--- config.mk ---
export PLATFORM = sky130hd
export DESIGN_NAME = double_valve_interlock_controller_flat
export DESIGN_NICKNAME = d
export VERILOG_FILES = /design/src/rtl/core/dvic_pkg.sv /design/src/rtl/core/dvic_scan_if.sv /design/src/rtl/core/dvic_result_if.sv /design/src/rtl/core/dvic_scan_logic.sv /design/src/rtl/core/double_valve_interlock_controller.sv /design/src/flat_wrapper.sv
export SDC_FILE = /design/constraint.sdc
export NUM_CORES = 1
export LEC_CHECK = 0
export ABC_AREA = 1
export ABC_CLOCK_PERIOD_IN_PS = 1600
export BUFFER_PORTS_ARGS = -buffer_cell sky130_fd_sc_hd__buf_2
export CORE_UTILIZATION = 35
export DETAILED_ROUTE_END_ITERATION = 16
export PLACE_DENSITY = 0.52
export SYNTH_ARGS = -nofsm -noshare
export SYNTH_HDL_FRONTEND = slang
export SYNTH_SLANG_ARGS = --single-unit
--- constraint.sdc ---
create_clock -name clk -period 1.6 [get_ports clk]
set_input_delay 0.48 -clock clk [delete_from_list [all_inputs] [get_ports clk]]
set_output_delay 0.48 -clock clk [all_outputs]
set_load 0.1 [all_outputs]
--- src/rtl/core/dvic_pkg.sv ---
package dvic_pkg;

	localparam int unsigned REG_IDX_W  = 2;
	localparam int unsigned REG_DATA_W = 2;

	// Configuration register indexes
	typedef enum logic [REG_IDX_W-1:0] {
		REG_PRESENT   = 2'd0,
		REG_HOLD_MODE = 2'd1,
		REG_DIAG      = 2'd2
	} cfg_reg_t;

	// Self-hold modes for the drives
	typedef enum logic [1:0] {
		HOLD_NONE   = 2'd0,
		HOLD_SENSOR = 2'd1,
		HOLD_ALWAYS = 2'd2,
		HOLD_SUPPLY = 2'd3
	} hold_mode_t;

	// Alarm bit positions
	localparam int unsigned ALM_OUT1    = 0;
	localparam int unsigned ALM_OUT1A   = 1;
	localparam int unsigned ALM_OUT1B   = 2;
	localparam int unsigned ALM_OUT2    = 3;
	localparam int unsigned ALM_OUT2A   = 4;
	localparam int unsigned ALM_OUT2B   = 5;
	localparam int unsigned ALM_OVERLAP = 6;

	// Pending command bit positions
	localparam int unsigned CMD_STOP  = 0;
	localparam int unsigned CMD_MOVE1 = 1;
	localparam int unsigned CMD_MOVE2 = 2;

	typedef struct packed {
		logic       alarm_reset;
		logic [1:0] machine_ok;
		logic [1:0] fault_timeout;
		logic [1:0] sensors;
		logic       overlap_timeout;
		logic       manual_mode;
		logic [1:0] manual_request;
		logic       auto_cycle;
		logic       auto_clear;
		logic [2:0] command_set;
		logic       supply_ok;
		logic [1:0] done_gate;
	} scan_t;

	typedef struct packed {
		logic [1:0] drive;
		logic [6:0] alarms;
		logic       hold_axes;
		logic [1:0] motion_done;
		logic [1:0] auto_active;
		logic [2:0] commands_pending;
	} result_t;

	typedef struct packed {
		logic [1:0] drive_bits;
		logic [1:0] command_bits;
		logic [1:0] auto_bits;
		logic [2:0] pending_commands;
		logic [6:0] alarm_bits;
	} state_t;

	typedef struct packed {
		logic       component_present;
		hold_mode_t hold_mode;
		logic       two_sensor_diag;
	} cfg_t;

endpackage

--- src/rtl/core/dvic_scan_if.sv ---
interface dvic_scan_if;
	import dvic_pkg::*;

	logic  valid;
	logic  ready;
	scan_t data;

	modport source (output valid, output data, input ready);
	modport sink (input valid, input data, output ready);
endinterface

--- src/rtl/core/dvic_result_if.sv ---
interface dvic_result_if;
	import dvic_pkg::*;

	logic    valid;
	logic    ready;
	result_t data;

	modport source (output valid, output data, input ready);
	modport sink (input valid, input data, output ready);
endinterface

--- src/rtl/core/dvic_scan_logic.sv ---
module dvic_scan_logic (
	input  dvic_pkg::cfg_t    cfg,
	input  dvic_pkg::state_t  cur,
	input  dvic_pkg::scan_t   item,
	output dvic_pkg::state_t  nxt,
	output dvic_pkg::result_t res
);
	import dvic_pkg::*;

	logic [2:0] pend;
	logic [6:0] alm;
	logic       d1, d2, c1, c2, a1, a2, s1, s2;
	logic       m0, m1, m2, na1, na2;
	logic       con1, con2, ovlal, nc1, nc2, nd1, nd2;
	logic       hold, done_b, done_a;

	always_comb begin
		pend = cur.pending_commands | item.command_set;
		d1 = cur.drive_bits[0];
		d2 = cur.drive_bits[1];
		c1 = cur.command_bits[0];
		c2 = cur.command_bits[1];
		a1 = cur.auto_bits[0];
		a2 = cur.auto_bits[1];
		s1 = item.sensors[0];
		s2 = item.sensors[1];

		// interlock against previous scan
		if (cfg.hold_mode != HOLD_NONE) begin
			con1 = item.machine_ok[0] & ~c2;
			con2 = item.machine_ok[1] & ~c1;
		end else begin
			con1 = item.machine_ok[0] & ~d2;
			con2 = item.machine_ok[1] & ~d1;
		end

		alm = item.alarm_reset ? 7'd0 : cur.alarm_bits;
		if (!cfg.two_sensor_diag) begin
			alm[ALM_OUT1] = alm[ALM_OUT1] | item.fault_timeout[0];
			alm[ALM_OUT2] = alm[ALM_OUT2] | item.fault_timeout[1];
		end else begin
			alm[ALM_OUT1B] = alm[ALM_OUT1B] | (item.fault_timeout[0] & s2);
			alm[ALM_OUT1A] = alm[ALM_OUT1A] | (item.fault_timeout[0] & ~s2);
			alm[ALM_OUT2B] = alm[ALM_OUT2B] | (item.fault_timeout[1] & s1);
			alm[ALM_OUT2A] = alm[ALM_OUT2A] | (item.fault_timeout[1] & ~s1);
		end
		alm[ALM_OVERLAP] = alm[ALM_OVERLAP] | item.overlap_timeout;
		ovlal = alm[ALM_OVERLAP];

		// pending command clear rules
		m0 = pend[CMD_STOP] & (a1 | a2) & item.auto_cycle;
		m1 = pend[CMD_MOVE1] & ~(s1 & a1) & item.auto_cycle;
		m2 = pend[CMD_MOVE2] & ~(s2 & a2) & item.auto_cycle;

		na1 = (m1 | a1) & item.auto_cycle & ~item.auto_clear & ~m2 & ~m0;
		na2 = (m2 | a2) & item.auto_cycle & ~item.auto_clear & ~m1 & ~m0;

		nc1 = (item.manual_mode & item.manual_request[0] & con1) | (na1 & con1 & ~ovlal);
		nc2 = (item.manual_mode & item.manual_request[1] & con2) | (na2 & con2 & ~ovlal);

		case (cfg.hold_mode)
			HOLD_NONE: begin
				nd1 = nc1 & ~nc2;
				nd2 = nc2 & ~nc1;
			end
			HOLD_SENSOR: begin
				nd1 = (nc1 | (d1 & s1)) & ~nc2;
				nd2 = (nc2 | (d2 & s2)) & ~nc1;
			end
			HOLD_ALWAYS: begin
				nd1 = (nc1 | d1) & ~nc2;
				nd2 = (nc2 | d2) & ~nc1;
			end
			HOLD_SUPPLY: begin
				nd1 = (nc1 | (d1 & item.supply_ok)) & ~nc2;
				nd2 = (nc2 | (d2 & item.supply_ok)) & ~nc1;
			end
			default: begin
				nd1 = 1'b0;
				nd2 = 1'b0;
			end
		endcase

		hold   = |alm;
		done_b = item.done_gate[0] & (s1 | (item.done_gate[1] & nd1));
		done_a = item.done_gate[0] & (s2 | (item.done_gate[1] & nd2));

		if (cfg.component_present) begin
			nxt.drive_bits       = {nd2, nd1};
			nxt.command_bits     = {nc2, nc1};
			nxt.auto_bits        = {na2, na1};
			nxt.pending_commands = {m2, m1, m0};
			nxt.alarm_bits       = alm;
			res.hold_axes        = hold;
			res.motion_done      = {done_a, done_b};
		end else begin
			// absent: keep drives, drop alarms and move commands
			nxt.drive_bits       = cur.drive_bits;
			nxt.command_bits     = cur.command_bits;
			nxt.auto_bits        = cur.auto_bits;
			nxt.pending_commands = {2'b00, pend[CMD_STOP]};
			nxt.alarm_bits       = 7'd0;
			res.hold_axes        = 1'b0;
			res.motion_done      = 2'b00;
		end

		res.drive            = nxt.drive_bits;
		res.alarms           = nxt.alarm_bits;
		res.auto_active      = nxt.auto_bits;
		res.commands_pending = nxt.pending_commands;
	end
endmodule

--- src/rtl/core/double_valve_interlock_controller.sv ---
// Double-valve interlock controller: one control scan per transfer on the scan
// channel, one result per scan on the result channel, in the same order.
// Channels: scan (sink) carries the sensor, timeout, command and mode inputs
// of one scan; result (source) carries drives, sticky alarms, axis hold,
// motion-done flags, automatic hold bits and pending commands after the scan.
// Configuration: wr_en/wr_index/wr_data write component_present (0),
// hold_mode (1) and two_sensor_diag (2); other indexes are ignored. Write only
// while no scan is in flight.
// Path: an accepted scan is registered in the input stage, evaluated against the
// stored state and written to the result register once that register is free.
// Throughput: one scan per cycle while the result channel does not stall; the
// whole scan is a few gates of logic on a handful of state bits.
// Reset (arst_n low): all state, configuration and valid flags clear; no
// result is shown until a scan is accepted.
// Stall: while a result waits, one more scan may be held in the input stage;
// then scan.ready drops until the result transfer completes.
module double_valve_interlock_controller (
	input  logic                               clk,
	input  logic                               arst_n,
	input  logic                               wr_en,
	input  logic [dvic_pkg::REG_IDX_W-1:0]     wr_index,
	input  logic [dvic_pkg::REG_DATA_W-1:0]    wr_data,
	dvic_scan_if.sink                          scan,
	dvic_result_if.source                      result
);
	import dvic_pkg::*;

	// Input stage
	scan_t   scan_s1;
	logic    valid_s1;

	// Scan state and configuration
	state_t  state_q;
	state_t  state_nxt;
	cfg_t    cfg_q;

	// Result register
	result_t result_q;
	result_t result_nxt;
	logic    result_valid_q;

	logic    advance;

	// The input stage moves on when the result register is free or draining.
	assign advance     = valid_s1 & (~result_valid_q | result.ready);
	assign scan.ready  = ~valid_s1 | advance;

	assign result.valid = result_valid_q;
	assign result.data  = result_q;

	dvic_scan_logic u_scan_logic (
		.cfg  (cfg_q),
		.cur  (state_q),
		.item (scan_s1),
		.nxt  (state_nxt),
		.res  (result_nxt)
	);

	// Configuration registers
	always_ff @(posedge clk or negedge arst_n) begin
		if (!arst_n) begin
			cfg_q <= '{component_present: 1'b0, hold_mode: HOLD_NONE, two_sensor_diag: 1'b0};
		end else if (wr_en) begin
			unique case (wr_index)
				REG_PRESENT:   cfg_q.component_present <= wr_data[0];
				REG_HOLD_MODE: cfg_q.hold_mode <= hold_mode_t'(wr_data[1:0]);
				REG_DIAG:      cfg_q.two_sensor_diag <= wr_data[0];
				default: begin
				end
			endcase
		end
	end

	// Input stage valid
	always_ff @(posedge clk or negedge arst_n) begin
		if (!arst_n) begin
			valid_s1 <= 1'b0;
		end else if (scan.ready) begin
			valid_s1 <= scan.valid;
		end
	end

	// Input stage payload
	always_ff @(posedge clk) begin
		if (scan.valid && scan.ready) begin
			scan_s1 <= scan.data;
		end
	end

	// Scan state: updated once per evaluated scan
	always_ff @(posedge clk or negedge arst_n) begin
		if (!arst_n) begin
			state_q <= '0;
		end else if (advance) begin
			state_q <= state_nxt;
		end
	end

	// Result valid
	always_ff @(posedge clk or negedge arst_n) begin
		if (!arst_n) begin
			result_valid_q <= 1'b0;
		end else if (advance) begin
			result_valid_q <= 1'b1;
		end else if (result.ready) begin
			result_valid_q <= 1'b0;
		end
	end

	// Result payload
	always_ff @(posedge clk) begin
		if (advance) begin
			result_q <= result_nxt;
		end
	end
endmodule

--- src/flat_wrapper.sv ---
// flat-port wrapper written by rule: the top's interface ports become plain ports
module double_valve_interlock_controller_flat import dvic_pkg::*;
  (clk, arst_n, wr_en, wr_index, wr_data, scan_valid, scan_data, scan_ready, result_valid, result_data, result_ready);
  dvic_scan_if scan_i ();
  dvic_result_if result_i ();
  input  logic clk;
  input  logic arst_n;
  input  logic wr_en;
  input  logic [dvic_pkg::REG_IDX_W-1:0] wr_index;
  input  logic [dvic_pkg::REG_DATA_W-1:0] wr_data;
  input wire logic [$bits(scan_i.valid)-1:0] scan_valid;
  input wire logic [$bits(scan_i.data)-1:0] scan_data;
  output wire logic [$bits(scan_i.ready)-1:0] scan_ready;
  output wire logic [$bits(result_i.valid)-1:0] result_valid;
  output wire logic [$bits(result_i.data)-1:0] result_data;
  input wire logic [$bits(result_i.ready)-1:0] result_ready;
  assign scan_i.valid = scan_valid;
  assign scan_i.data = scan_data;
  assign scan_ready = scan_i.ready;
  assign result_valid = result_i.valid;
  assign result_data = result_i.data;
  assign result_i.ready = result_ready;
  double_valve_interlock_controller u_core (.clk(clk), .arst_n(arst_n), .wr_en(wr_en), .wr_index(wr_index), .wr_data(wr_data), .scan(scan_i), .result(result_i));
endmodule
Word level (Yosys, flattened, before mapping)

Cells that the tools add are included.

Bits in registers: 58
Latch bits: 0
RAM bits: 0
ROM bits: 0
Input bits: 28
Output and inout port bits: 19
Word-level logic and storage cells: 144
Memories: 0

$add $sub $neg: 0
$mul: 0
Div/mod/pow operators: 0
Order comparisons: 0
Equality and inequality tests: 5
Shift operators: 0
Muxes and demuxes: 12
Bitwise gates (word level): 89
Reductions and logical operators: 10

Operator list:

| operator             | count |
|---|---|
| $and A1 B1 Y1        | 49 |
| $or A1 B1 Y1         | 22 |
| $not A1 Y1           | 17 |
| $mux W16             | 1 |
| $pmux W1 S4          | 2 |
| $reduce_and A2 Y1    | 4 |
| $mux W7              | 1 |
| $reduce_or A7 Y1     | 1 |
| $eq A2 B2 Y1 const B | 3 |
| $mux W1              | 6 |
| $eq A2 B1 Y1 const B | 2 |
| $logic_not A2 Y1     | 2 |
| $mux W2              | 2 |
| $reduce_bool A2 Y1   | 2 |
| $or A3 B3 Y3         | 1 |
| $logic_and A1 B1 Y1  | 1 |

Logic depth before layout (Yosys ltp)

Gate-level depths: netlist (run 1).

Word-level depth: 18
Depth in mapped cells: 10
Mapped depth without buffers: 10

By module

Synthesis (run 1) repeated with hierarchy kept, for this count alone.

Cells, all modules: 261
Area, all modules: 2647.5 µm²

Modules (own cells, without submodules):

| module                            | times used | cells an instance | area each (µm²) | sequential area each (µm²) |
|---|---|---|---|---|
| double_valve_interlock_controller | 1          | 137               | 2023.2          | 1631.6 |
| dvic_scan_logic                   | 1          | 124               | 624.3           | 0.0 |

Least setup slack after synthesis (run 1)

Ideal clock, no wire load.

Path kind: reg-to-reg
From: register u_core.result_valid_q (netlist: u_core.result.valid)
To: register u_core.scan_s1[0] in the netlist's numbering, enable pin
Setup time: 333 ps
Data arrival time: 2528 ps
Data required time: 1267 ps
Path slack: -1261 ps
Stages on the path, launching flop included: 4
Buffers on the path: 0
Clock period less this slack: 2861 ps
Cell sequence: dfrtp_1 -> nand3_1 -> nand2_1 -> inv_1

Cells in the longest elaborated chain, start to end: 5

Ends and longest elaborated chain:

| what                   | RTL line                                 | text |
|---|---|---|
| from (decl)            | double_valve_interlock_controller.sv:40  | `logic result_valid_q;` |
| from (signal assigned) | double_valve_interlock_controller.sv:102 | `result_valid_q <= 1'b0;` |
| from (signal assigned) | double_valve_interlock_controller.sv:104 | `result_valid_q <= 1'b1;` |
| from (signal assigned) | double_valve_interlock_controller.sv:106 | `result_valid_q <= 1'b0;` |
| $not A1 Y1             | double_valve_interlock_controller.sv:45  | `assign advance = valid_s1 & (~result_valid_q \| result.ready);` |
| $or A1 B1 Y1           | double_valve_interlock_controller.sv:45  |  |
| $and A1 B1 Y1          | double_valve_interlock_controller.sv:45  |  |
| $or A1 B1 Y1           | double_valve_interlock_controller.sv:46  | `assign scan.ready = ~valid_s1 \| advance;` |
| named net scan_ready   | flat_wrapper.sv:13                       | `output wire logic [$bits(scan_i.ready)-1:0] scan_ready;` |
| $logic_and A1 B1 Y1    | double_valve_interlock_controller.sv:85  | `if (scan.valid && scan.ready) begin` |
| to (signal assigned)   | double_valve_interlock_controller.sv:86  | `scan_s1 <= scan.data;` |
| to (decl)              | double_valve_interlock_controller.sv:29  | `scan_t scan_s1;` |

The timed path passes the listed nets, and every way through them passes these cells.
A chain may end at the register's enable or synchronous reset.

Final worst setup path (run 1)

From: register u_core.result_valid_q (netlist: u_core.result.valid)
To: output port scan_ready

Cells in the longest elaborated chain, start to end: 4

Ends and longest elaborated chain:

| what          | RTL line |
|---|---|
| $not A1 Y1    | double_valve_interlock_controller.sv:45 |
| $or A1 B1 Y1  | double_valve_interlock_controller.sv:45 |
| $and A1 B1 Y1 | double_valve_interlock_controller.sv:45 |
| $or A1 B1 Y1  | double_valve_interlock_controller.sv:46 |
| to (decl)     | flat_wrapper.sv:13 |

No other way between the ends.

==> results.json, run 1 <==
{
  "status": "completed",
  "synth.cell_area_mm2": 0.00241,
  "synth.area.top_cells": "edfxtp_1 45%, dfrtp_1 23%, nand2_1 7.0%",
  "synth_top_cell_by_area": "edfxtp_1",
  "drt_iter0_markers": 99,
  "power.share.clock": 0.252,
  "slew_viol_final": 0,
  "slowest_stage": "dfrtp_4",
  "power_density_mw_per_mm2": 1430,
  "gp_congestion": 0.808,
  "cts_hold_buf": 0,
  "vdd_drop_max_mv": 0.592,
  "wl_um": 5170,
  "synth_compound_area_frac": 0.0924,
  "synth_top_family_by_area": "simple AND/OR/NAND/NOR gates",
  "pwr-share-seq": 0.442,
  "grt_overflow_total": 0,
  "syn_nets": 253,
  "p_total_mw": 4.47,
  "synth_cell_types": 25,
  "power_switching_mw": 1.67,
  "r2r_setup_slack_ns": 0.11,
  "start_util": 0.371,
  "antenna_found_initial": 0,
  "synthFlopType": "edfxtp_1",
  "wl_met1_um": 2290,
  "dp_slack_ns": 0.0784,
  "avgSynthCellArea_um2": 10.7,
  "grt_pass1_vias": 1731,
  "synthArstFlopShare": 0.379,
  "synth-edff-count": 36,
  "r2r-start": "u_core.state_q[11]",
  "clk_latency_ns": 0.33,
  "maxCapViolCount": 0,
  "fin_crit_ns": 1.58,
  "via_per_inst": 4.76,
  "track_usage": 0.156,
  "drtPass1Iterations": 4,
  "critPathMaxStageDelay_ns": 0.51,
  "synth_xor_area_frac": 0,
  "hpwl_um": 3640,
  "placed_cell_area_mm2": 0.00290,
  "final_nets": 322,
  "via_count": 1791,
  "p_comb_frac": 0.306,
  "port_buffers": 46,
  "rr_endpoint": "u_core.result.data[16]",
  "drc": 0,
  "worstRegToRegCells": 10,
  "fmax_mhz": 634,
  "num_io_pins": 47,
  "ant_nets": 0,
  "path_max_fanout": 3,
  "grt_setup_unrepaired": "true",
  "crit_chain": "nand3_4, buf_12",
  "leakage_nw": 1.39,
  "grt_pass1_wl_um": 8270,
  "fp.dieW_um": 85,
  "fin_util": 0.480,
  "synth_mux_area_frac": 0,
  "die_h_um": 85,
  "cp.arrival_ns": 1.10,
  "synth_common_cells": "45 x nand2_1, 36 x edfxtp_1, 33 x inv_1, 22 x dfrtp_1, 17 x nand3_1",
  "post-synth-top-count-cell": "nand2_1",
  "rows": 29,
  "skew_ns": 0.00861,
  "cp-end-kind": "output port",
  "clk_pin_slew_worst_paths_ns": 0.06,
  "area_growth_pct": 29.4,
  "hold_class": "primary input to async pin",
  "cts_sinks": 58,
  "tightest_slew_ns": 0.529,
  "synth_seq_cells": 58,
  "wl_per_cell_um": 13.7,
  "period_share": 0.986,
  "ys_seq_area_frac": 0.677,
  "diodes": 0,
  "drive_gt1_frac": 0.311,
  "design_area_mm2": 0.00312,
  "synthAdderAreaFrac": 0,
  "crit_type": "register to output port",
  "root_buffer": "clkbuf_8",
  "setup_violations": 0,
  "yosys_warnings": 0,
  "grt_max_degree": 30,
  "synth_simple_gate_area_frac": 0.168,
  "cts_buffers": 9,
  "power.internal_mw": 2.81,
  "cts_buffer_depth": 2,
  "dieArea_mm2": 0.00723,
  "synth_top_area_frac": 0.448,
  "hold_violations": 0,
  "max_slew_margin": 0.647,
  "required_ns": 1.12,
  "top_layer_used": "met4",
  "wl_met2_um": 2540,
  "wl_met3_um": 294,
  "cts.htree.levels": 3,
  "cts_tree": "yes",
  "power.share.switching": 0.373,
  "coreArea_mm2": 0.00649,
  "cp-start-kind": "register",
  "fin_ws_ns": 0.0223,
  "holdWs_ns": 0.124,
  "syn_inst": 225
}
[timing repair]
action                                  in CTS  in global routing
hold endpoints to repair                     0                  0
buffers inserted                             0                  5
resized for setup                            3                  5
endpoints found under the setup margin       4                  7
pin swaps                                    0                  2
[stage by stage]
| stage | cells | setup TNS [ns] |
|---|---|---|
| after CTS | 371 | -0.0182 |
| final | 376 | 0 |
| after global routing | 376 | -0.0553 |
| after detailed placement | 355 | 0 |
| after global placement | 355 | 0 |
| after floorplan | 225 | -3.28 |
[registers in the layout, indices dropped and copies added (netlist names)]
register,cells
u_core.result.data,17
u_core.state_q,16
u_core.scan_s1,19
u_core.cfg_q,4
u_core.result.valid,1
u_core.valid_s1,1
[layout by cell type, fill, tap and decap left out, types with 2 or more instances in the layout]
cell type | synthesis | routed
o2111ai_1 | 2 | 2
nand2_1 | 45 | 44
nor2_2 | 4 | 2
nand2_4 | 1 | 2
buf_12 | 0 | 5
nor2_4 | 1 | 3
nand3_2 | 3 | 3
dfrtp_1 | 22 | 21
clkbuf_4 | 0 | 2
buf_4 | 0 | 15
clkbuf_1 | 1 | 3
nand2_2 | 2 | 2
nand3_1 | 17 | 16
inv_1 | 33 | 32
edfxtp_1 | 36 | 36
clkbuf_8 | 0 | 10
o22ai_1 | 8 | 8
inv_2 | 4 | 4
buf_2 | 1 | 39
nor2_1 | 13 | 13
o21ai_1 | 6 | 7
clkinv_2 | 0 | 3
o21ai_0 | 15 | 14
a21oi_1 | 5 | 5
[critical path, delay by kind of cell, from the launching register on]
family                 cells  cell delay [ns]
flip-flops                 1             0.51
buffers and inverters      1             0.17
AND/OR/NAND/NOR            1             0.09
[cells by family after synthesis]
| logic type | Yosys count |
|---|---|
| compound gates | 39 |
| flops | 58 |
| buf+inv | 40 |
| simple gates | 88 |
[how the worst max path moves through the flow]
stage                         from                endpoint  slack [ns]  depth (start not counted)
2_1_floorplan  u_core.result.valid       u_core.scan_s1[0]       -0.17                          3
3_3_place_gp          result_ready  u_core.result.data[15]        0.11                          6
3_5_place_dp          result_ready       u_core.state_q[3]        0.08                          8
4_1_cts        u_core.result.valid              scan_ready       -0.02                          2
5_1_grt        u_core.result.valid              scan_ready       -0.02                          2
6_report       u_core.result.valid              scan_ready        0.02                          2
[layout make-up]
| type | instances | area [µm²] |
|---|---|---|
| sequential | 58 | 1640 |
| multi-input combinational | 127 | 658 |
| clock buffer | 13 | 149 |
| inverter | 37 | 143 |
| timing repair buffer | 61 | 423 |
| tap | 77 | 96.3 |
| fill | 609 | 3380 |
| clock inverter | 3 | 15.0 |
[power groups by stage]
stage          clock network, mW  registers, mW  logic, mW
3_5_place_dp                   0           2.00       1.33
5_1_grt                     1.25           2.00       1.46
3_3_place_gp                   0           2.00       1.33
6_report                    1.13           1.98       1.37
2_1_floorplan                  0           2.53      0.462
4_1_cts                     1.17           1.98       1.35
[routing by layer]
| layer | GRT usage | vias up |
|---|---|---|
| met2 | 0.254 | 56 |
| met3 | 0.0486 | 5 |
| met5 | 0 | - |
| met1 | 0.190 | 835 |
| met4 | 0.0740 | 0 |
| li1 | - | 895 |
Note: power is estimated with default switching activity, not from simulation.
==> run 2: changes to the inputs <==
--- a/config.mk
+++ b/config.mk
@@ -9,6 +9,7 @@
 export ABC_CLOCK_PERIOD_IN_PS = 1600
 export BUFFER_PORTS_ARGS = -buffer_cell sky130_fd_sc_hd__buf_2
 export CORE_UTILIZATION = 35
+export CTS_BUF_LIST = sky130_fd_sc_hd__clkbuf_8
 export DETAILED_ROUTE_END_ITERATION = 16
 export PLACE_DENSITY = 0.52
 export SYNTH_ARGS = -nofsm -noshare
==> results.json, run 2 (synthesis gave the netlist of run 1 again) <==
{
  "required_ns": 1.12,
  "period_share": 0.986,
  "slew_viol_final": 0,
  "hold_class": "primary input to async pin",
  "fmax_mhz": 634,
  "cp-end-kind": "output port",
  "drtPass1Iterations": 4,
  "cp.arrival_ns": 1.10,
  "root_buffer": "clkbuf_8",
  "final_cell_mix": "44 x nand2_1, 39 x buf_2, 36 x edfxtp_1, 35 x inv_1, 21 x dfrtp_1",
  "clk_pin_slew_worst_paths_ns": 0.06,
  "power.share.clock": 0.249,
  "tightest_slew_ns": 0.529,
  "grt_overflow_total": 0,
  "status": "completed",
  "gp_congestion": 0.808,
  "cts_buffer_depth": 2,
  "rows": 29,
  "fin_ws_ns": 0.0224,
  "ant_nets": 0,
  "drc": 0,
  "dieArea_mm2": 0.00723,
  "grt_pass1_wl_um": 8270,
  "port_buffers": 46,
  "path_max_fanout": 3,
  "wl_per_cell_um": 13.8,
  "antenna_found_initial": 0,
  "dp_slack_ns": 0.0784,
  "diodes": 0,
  "mostFrequentLayoutCell": "nand2_1",
  "regArea_mm2": 0.00164,
  "hpwl_um": 3640,
  "skew_ns": 0.00866,
  "coreArea_mm2": 0.00649,
  "power_switching_mw": 1.67,
  "max_slew_margin": 0.647,
  "cts.htree.levels": 3,
  "dp_cells": 355,
  "cts_buffers": 9,
  "wl_um": 5180,
  "fill_cells": 609,
  "pwr-share-seq": 0.444,
  "final_nets": 322,
  "via_count": 1799,
  "power.internal_mw": 2.79,
  "setup_violations": 0,
  "cp-start-kind": "register",
  "p_comb_frac": 0.307,
  "grt_pass1_vias": 1731,
  "power_density_mw_per_mm2": 1430,
  "hold_violations": 0,
  "drt_iter0_markers": 98,
  "clk_latency_ns": 0.33,
  "cts_sinks": 58,
  "drive_gt1_frac": 0.311,
  "crit_type": "register to output port",
  "placed_cell_area_mm2": 0.00290,
  "fin_crit_ns": 1.58,
  "num_io_pins": 47,
  "track_usage": 0.156,
  "grt_setup_unrepaired": "true",
  "final_cells": 376,
  "vdd_drop_max_mv": 0.594,
  "area_growth_pct": 29.4,
  "via_per_inst": 4.78,
  "multi_input_area_um2": 658,
  "fp.dieW_um": 85,
  "power.share.switching": 0.374,
  "grt_max_degree": 30,
  "largest_register_ffs": 19,
  "maxCapViolCount": 0,
  "largest_register": "u_core.scan_s1",
  "die_h_um": 85,
  "leakage_nw": 1.40,
  "start_util": 0.371,
  "design_area_mm2": 0.00312,
  "cts_tree": "yes"
}
-- run 2: per-stage QoR --
stage / utilization / total power [mW] / hold slack, ns / setup TNS [ns]
after floorplan: - / 2.99 / 0.184 / -3.28
after CTS: 0.472 / 4.47 / 0.145 / -0.0182
after global routing: 0.480 / 4.69 / 0.173 / -0.0558
final: 0.480 / 4.45 / 0.125 / 0
after detailed placement: 0.446 / 3.34 / 0.491 / 0
after global placement: 0.446 / 3.33 / 0.476 / 0
-- run 2: worst paths after layout --
kind	from	endpoint	slack (ns)	cells past startpoint
max	u_core.result.valid	scan_ready	0.02	2
min	arst_n	u_core.state_q[7]	0.12	1
max reg2reg	u_core.state_q[11]	u_core.result.data[16]	0.11	10
min reg2reg	u_core.state_q[1]	u_core.state_q[1]	0.50	2
max in group asynchronous	arst_n	u_core.result.valid	1.08	1
min in group clk	scan_data[14]	u_core.scan_s1[14]	0.32	1
-- run 2: power by group through the flow --
stage | Clock (mW) | Combinational [mW] | Sequential (mW)
final | 1.11 | 1.37 | 1.98
after global routing | 1.23 | 1.46 | 2.00
after CTS | 1.15 | 1.35 | 1.98
after detailed placement | 0 | 1.33 | 2.00
after global placement | 0 | 1.33 | 2.00
after floorplan | 0 | 0.462 | 2.53
-- run 2: timing repair --
action,4_1_cts,5_1_grt
hold buffers,0,0
resized for setup,3,5
buffers inserted,0,5
pin swaps,0,2
endpoints found under the setup margin,4,7
-- run 2: routing by layer --
| layer | global-route usage | vias to the layer above | share of wire |
|---|---|---|---|
| met4 | 0.0740 | 0 | 0.0079 |
| met1 | 0.190 | 842 | 0.44 |
| met3 | 0.0486 | 5 | 0.058 |
| li1 | - | 895 | - |
| met5 | 0 | - | 0 |
| met2 | 0.254 | 57 | 0.49 |
-- run 2: final cells by class --
cell class / instances / share of cell area
multi-input cells: 127 / 0.211
repair buffers: 61 / 0.136
flip-flops and latches: 58 / 0.524
clock buffers: 10 / 0.0441
inverters: 37 / 0.0457
well taps: 77 / 0.0309
clock inverters: 6 / 0.00842
-- run 2: worst max-delay path, stage by stage (launching register included) --
cell and delay (ns):
dfrtp_4 0.51, nand3_4 0.09, buf_12 0.17
==> run 3: changes to the inputs <==
--- a/config.mk
+++ b/config.mk
@@ -7,7 +7,7 @@
 export LEC_CHECK = 0
 export ABC_AREA = 1
 export ABC_CLOCK_PERIOD_IN_PS = 1600
-export BUFFER_PORTS_ARGS = -buffer_cell sky130_fd_sc_hd__buf_2
+export BUFFER_PORTS_ARGS = -buffer_cell sky130_fd_sc_hd__clkbuf_2
 export CORE_UTILIZATION = 35
 export CTS_BUF_LIST = sky130_fd_sc_hd__clkbuf_8
 export DETAILED_ROUTE_END_ITERATION = 16
==> results.json, run 3 (synthesis gave the netlist of run 1 again) <==
{
  "status": "completed",
  "via_per_inst": 4.69,
  "diodes": 0,
  "track_usage": 0.157,
  "cts_buffer_depth": 2,
  "root_buffer": "clkbuf_8",
  "grt_pass1_wl_um": 8340,
  "fin_ws_ns": 0.0117,
  "coreArea_mm2": 0.00649,
  "cp-start-kind": "register",
  "dp_slack_ns": 0.0439,
  "dp_cells": 357,
  "cp-end-kind": "output port",
  "setup_violations": 0,
  "clk_pin_slew_worst_paths_ns": 0.06,
  "holdWs_ns": 0.115,
  "fmax_mhz": 630,
  "hpwl_um": 3650,
  "leakage_nw": 1.41,
  "skew_ns": 0.00738,
  "largest_register": "u_core.scan_s1",
  "cts_sinks": 58,
  "slew_viol_final": 0,
  "final_cell_mix": "43 x nand2_1, 36 x edfxtp_1, 33 x inv_1, 27 x clkbuf_2, 26 x buf_4",
  "clk_latency_ns": 0.34,
  "die_h_um": 85,
  "mostFrequentLayoutCell": "nand2_1",
  "fp.dieW_um": 85,
  "wl_per_cell_um": 13.5,
  "drive_gt1_frac": 0.316,
  "rr_endpoint": "u_core.result.data[15]",
  "via_count": 1755,
  "hold_violations": 0,
  "grt_setup_unrepaired": "true",
  "path_max_fanout": 3,
  "drt_iter0_markers": 78,
  "wl_um": 5050,
  "final_nets": 320,
  "power_density_mw_per_mm2": 1450,
  "worstRegToRegCells": 9,
  "cts_buffers": 9,
  "drtPass1Iterations": 4,
  "cts.htree.levels": 3,
  "ant_nets": 0,
  "hold_class": "primary input to async pin",
  "r2r-start": "u_core.scan_s1[7]",
  "crit_type": "register to output port",
  "period_share": 0.993,
  "grt_max_degree": 30,
  "dieArea_mm2": 0.00723,
  "grt_pass1_vias": 1774,
  "area_growth_pct": 31.7,
  "max_slew_margin": 0.787,
  "port_buffers": 46,
  "grt_overflow_total": 0,
  "fin_util": 0.489,
  "maxCapViolCount": 0,
  "cts_tree": "yes",
  "drc": 0,
  "num_io_pins": 47,
  "tightest_slew_ns": 0.319,
  "fin_crit_ns": 1.59,
  "largest_register_ffs": 19,
  "start_util": 0.371,
  "cp.arrival_ns": 1.11,
  "vdd_drop_max_mv": 0.751,
  "required_ns": 1.12,
  "r2r_setup_slack_ns": 0.09,
  "rows": 29,
  "gp_congestion": 0.842,
  "antenna_found_initial": 0,
  "final_cells": 374
}
-- run 3: changes by cell type in the layout (fill, tap and decap cells not counted), moves of 2 or more --
| cell | before | now |
|---|---|---|
| clkbuf_2 | 0 | 27 |
| clkbuf_4 | 2 | 0 |
| buf_4 | 15 | 26 |
| inv_1 | 35 | 33 |
| buf_2 | 39 | 0 |
-- run 3: timing repair --
item / CTS / global route
pin swaps: 0 / 2
gates resized for setup: 0 / 7
cloned: 0 / 0
hold buffers: 0 / 0
endpoints found under the setup margin: 1 / 5
setup buffers: 1 / 0
-- run 3: how the worst max path moves through the flow --
stage / from / to / slack, ns / cells past startpoint
3_3_place_gp: result_ready / u_core.state_q[1] / 0.05 / 7
6_report: u_core.result.valid / scan_ready / 0.01 / 2
5_1_grt: u_core.result.valid / scan_ready / -0.03 / 2
3_5_place_dp: result_ready / u_core.state_q[1] / 0.04 / 7
2_1_floorplan: u_core.result.valid / u_core.scan_s1[0] / -0.17 / 3
4_1_cts: u_core.result.valid / scan_ready / -0.01 / 2
-- run 3: metrics by stage --
step | area, µm² | setup TNS [ns] | total power, mW
after floorplan | 2440 | -3.28 | 2.99
after global placement | 2970 | 0 | 3.42
after detailed placement | 2970 | 0 | 3.43
after CTS | 3150 | -0.0111 | 4.63
after global routing | 3180 | -0.0493 | 4.83
final | 3180 | 0 | 4.61
-- run 3: where the power goes --
group | switching, mW | total [mW] | leakage [nW] | internal [mW]
sequential | 0.130 | 1.99 | 0.639 | 1.86
clock | 0.562 | 1.19 | 0.0991 | 0.624
combinational | 1.02 | 1.43 | 0.675 | 0.410
total | 1.72 | 4.61 | 1.41 | 2.89
-- run 3: per-layer routing --
layer | GRT usage | vias to the layer above | wire [µm]
li1 | - | 888 | -
met1 | 0.200 | 808 | 2340
met2 | 0.235 | 46 | 2290
met3 | 0.0457 | 13 | 282
met4 | 0.100 | 0 | 140
met5 | 0 | - | 0
-- run 3: worst max-delay path, cell delays in order, from the launching register on --
cell and delay, ns:
dfrtp_4 0.51, nand3_4 0.09, buf_12 0.17
-- run 3: area by class of cell --
class	instances	area [µm²]
Fill cell	598	3320
Sequential cell	58	1640
Multi-Input combinational cell	127	678
Timing Repair Buffer	59	450
Clock buffer	11	151
Inverter	37	143
Tap cell	77	96.3
Clock inverter	5	21.3
